<file path="config.mk">
export PLATFORM = sky130hd
export DESIGN_NAME = pjb_ram
export DESIGN_NICKNAME = d
export VERILOG_FILES = /design/src/rtl/core/pjb_ram.sv
export SDC_FILE = /design/constraint.sdc
export NUM_CORES = 1
export LEC_CHECK = 0
export BUFFER_PORTS_ARGS = -buffer_cell sky130_fd_sc_hd__buf_2
export CORE_ASPECT_RATIO = 1.4
export CORE_MARGIN = 5
export CORE_UTILIZATION = 54
export CTS_CLUSTER_DIAMETER = 200
export DETAILED_ROUTE_END_ITERATION = 6
export PLACE_DENSITY_LB_ADDON = 0.3
export SYNTH_ARGS = -nofsm -noshare
export SYNTH_HDL_FRONTEND = slang
export SYNTH_SLANG_ARGS = --single-unit
</file>
<file path="constraint.sdc">
create_clock -name i_clk -period 1.95 [get_ports i_clk]
set_input_delay 0.39 -clock i_clk [delete_from_list [all_inputs] [get_ports i_clk]]
set_output_delay 0.39 -clock i_clk [all_outputs]
set_load 0.01 [all_outputs]
</file>
<file path="src/rtl/core/pjb_ram.sv">
// Generic single-write, single-read RAM with registered read data.
module pjb_ram #(
    parameter int WIDTH = 8,
    parameter int DEPTH = 16
) (
    input  logic                                      i_clk,
    input  logic                                      i_we,
    input  logic [((DEPTH > 1) ? $clog2(DEPTH) : 1)-1:0] i_waddr,
    input  logic [WIDTH-1:0]                          i_wdata,
    input  logic [((DEPTH > 1) ? $clog2(DEPTH) : 1)-1:0] i_raddr,
    output logic [WIDTH-1:0]                          o_rdata
);

    logic [WIDTH-1:0] r_mem [DEPTH];

    always_ff @(posedge i_clk) begin
        if (i_we) begin
            r_mem[i_waddr] <= i_wdata;
        end
        o_rdata <= r_mem[i_raddr];
    end

endmodule

</file>
==> out/results.tsv <==
stage	metric	value	unit
sta	endpoints failing hold	0	
synthesis	most common cell in the netlist	edfxtp_1	
synthesis	dominant cells by area after synthesis	edfxtp_1, mux4_2, mux4_1	
route	DR iter-0 viols	174	
synthesis	Syn Nets	247	
route	post-route ant nets	0	
sta	# setup viols final	0	
critical_path	Worst Path Required	2.24	ns
sta	Worst-Margin Slew	0.377	ns
route	drt pass-1 iters	4	
global_route	vias in the first global route	2617	
placed_design	dpl hpwl	6410	µm
clock_tree	clock buffer count from CTS	17	
critical_path	max incr delay on CP	0.58	ns
synthesis	Synth Warn #	0	
final_layout	share of cells above drive strength 1	31.7	%
synthesis	Avg Cell Area, Syn	22.5	µm²
clock_tree	CTS tree	done	
die	std cell rows	42	
die	Top Ports	26	
die	overall die height	126	µm
critical_path	startpoint types	input port	
route	WL final	9450	µm
synthesis	number of flops mapped to enable cells by yosys	128	
worst_hold_path	hold depth	1	
placed_design	Placer Congestion	0.753	
synthesis	Seq cells post-synth	136	
sta	maximum clock rate	724	MHz
critical_path	CP Class	in -> reg	
route	drt wl/cell	22.9	µm
power_and_ir_drop	IR drop worst, VDD	516	µV
synthesis	Mapped Area	5150	µm²
sta	Fin Setup TNS	0	ns
clock_tree	# Post-CTS Setup Buffers	0	
synthesis	Synth Instances	229	
sta	skew final	0.00660	ns
global_route	largest net degree at the start of global routing	25	
critical_path	Slowest-stage cell, CP	mux4_1	
route	via/cell ratio	5.89	
clock_tree	Clk Latency, worst-skew pair	0.41	ns
status	status	finished clean	
sta	relative max-transition margin	74.9	%
clock_tree	CTS resizes	0	
clock_tree	CTS Root Cell	clkbuf_16	
job	Max-cap violations	0	
clock_tree	hold buffers post-CTS	0	
clock_tree	CTS max path bufs	2	
critical_path	WP data arrival	1.67	ns
die	DIE WIDTH	92.5	µm
synthesis	Async SR Flop Fraction	0	%
sta	crit share post-route	70.8	%
final_layout	Non-Filler Instances	413	
power_and_ir_drop	PD cells	1060	nW/µm²
route	DRC Markers	0	
synthesis	register area share after synthesis	77.8	%
sta	fin. max-slew vios	0	
die	die footprint	11600	µm²
final_layout	area of the multi-input gates	1060	µm²
critical_path	CP Depth	5	
global_route	antenna violations before repair	0	
die	core area	9410	µm²
final_layout	ant diodes	0	
critical_path	Crit path buffers/inverters	2	
route	DR vias	2433	
power_and_ir_drop	leakage	2.12	nW
critical_path	crit path capture type	flip-flop	
synthesis	Yosys cell types	19	
critical_path	cells on worst reg2reg path	3	
global_route	aggregate global routing overflow	0	
die	Initial Util	54.7	%
critical_path	CP Max Fanout	24	
critical_path	kind of cell adding the most delay to the critical path	multiplexers	
synthesis	leading area contributor after synthesis	edfxtp_1	
final_layout	Fillers	620	
synthesis	ys flop type	edfxtp_1	
critical_path	critical-path cell list	buf_2, buf_12, mux4_1, a22oi_1, nand2_1	
worst_hold_path	worst hold path class	in -> reg	
final_layout	register area	4000	µm²
sta	fin crit period	1.38	ns
final_layout	Layout area overhead	18.8	%
global_route	total global routing track utilization	18.0	%
clock_tree	CTS clock-pin slew for the worst setup and hold paths	0.06	ns
placed_design	placed cells	382	
global_route	first-pass GRT wire length	14800	µm
sta	RSZ-0062 raised after global routing	false	
clock_tree	H-tree Lvls	4	
synthesis	top-area cell type share of the netlist area	74.7	%
placed_design	Port Buffer Count	25	
final_layout	NumNets Final	309	
clock_tree	Sink Count	136	
synthesis	Commonest cells post-synth	edfxtp_1, mux4_2, a22oi_1, mux4_1, nor2_1	
-- placed cells by master, fill, tap and decap left out --
cell        instances
clkinvlp_4          2
or3b_2              1
edfxtp_1          128
nand3_1             1
nor3_1              4
clkbuf_1            1
bufinv_16           2
dfxtp_1             8
mux4_2             18
buf_2              25
clkbuf_16          17
buf_12              3
clkinv_1            6
mux4_1             14
and2_1              1
buf_4              25
nor2b_1             1
clkinv_2            3
nand2_1             9
and2b_1             1
nand3b_1            2
a22oi_1            16
nor2_1             13
nand2b_1            2
-- state kept, by name (all words and copies together), names as in the netlist --
| signal | flops |
|---|---|
| o_rdata | 8 |
| r_mem | 128 |
-- layout make-up --
cell class                 count  share of cell area [%]
clock buffer                  18                    7.02
clock inverter                13                    1.84
multi-input combinational     83                    17.3
sequential                   136                    65.5
tap                          110                    2.25
timing repair buffer          53                    6.10
-- power by group --
part | switching [mW] | total [mW] | internal [mW]
Sequential | 0.0179 | 3.29 | 3.27
Combinational | 0.174 | 0.316 | 0.141
Clock | 1.06 | 2.89 | 1.83
Total | 1.25 | 6.49 | 5.25
-- worst paths after layout --
kind	slack, ns	from	end
worst min-delay path	0.36	i_wdata[2]	r_mem[14][2]
worst min register to register	0.67	r_mem[11][5]	o_rdata[5]
worst max register to register	0.62	r_mem[2][2]	o_rdata[2]
worst max-delay path	0.57	i_raddr[0]	o_rdata[2]
-- per-layer routing --
| metal | vias up | track usage [%] | part of all wire (%) | routed length, µm |
|---|---|---|---|---|
| li1 | 1096 | - | - | - |
| met1 | 1245 | 22.0 | 39 | 3730 |
| met2 | 84 | 30.1 | 54 | 5120 |
| met3 | 8 | 5.05 | 5.2 | 490 |
| met4 | 0 | 7.35 | 1.1 | 104 |
| met5 | - | 0 | 0 | 0 |
-- cells by family (layout without fill, tap and decap cells) --
| family | Yosys count | after routing | share of synthesized area (%) |
|---|---|---|---|
| DFF | 136 | 136 | 77.8 |
| buffers and inverters | 10 | 84 | 1.68 |
| AOI/OAI and AO/OA | 16 | 16 | 2.33 |
| muxes | 32 | 32 | 15.0 |
| and+or+nand+nor | 35 | 35 | 3.18 |
-- per-stage QoR --
| step | setup slack, ns | utilization [%] | power [mW] | hold slack (ns) | cell area (µm²) |
|---|---|---|---|---|---|
| floorplan | 0.0671 | - | 3.52 | 0.489 | 5150 |
| global placement | 0.170 | 59.2 | 3.66 | 0.658 | 5570 |
| detailed placement | 0.138 | 59.2 | 3.67 | 0.671 | 5570 |
| CTS | 0.576 | 65.0 | 6.54 | 0.347 | 6110 |
| global route | 0.503 | 65.0 | 6.71 | 0.364 | 6110 |
| finish | 0.569 | 65.0 | 6.49 | 0.362 | 6110 |
No activity file was read; power rests on OpenSTA's default activity.
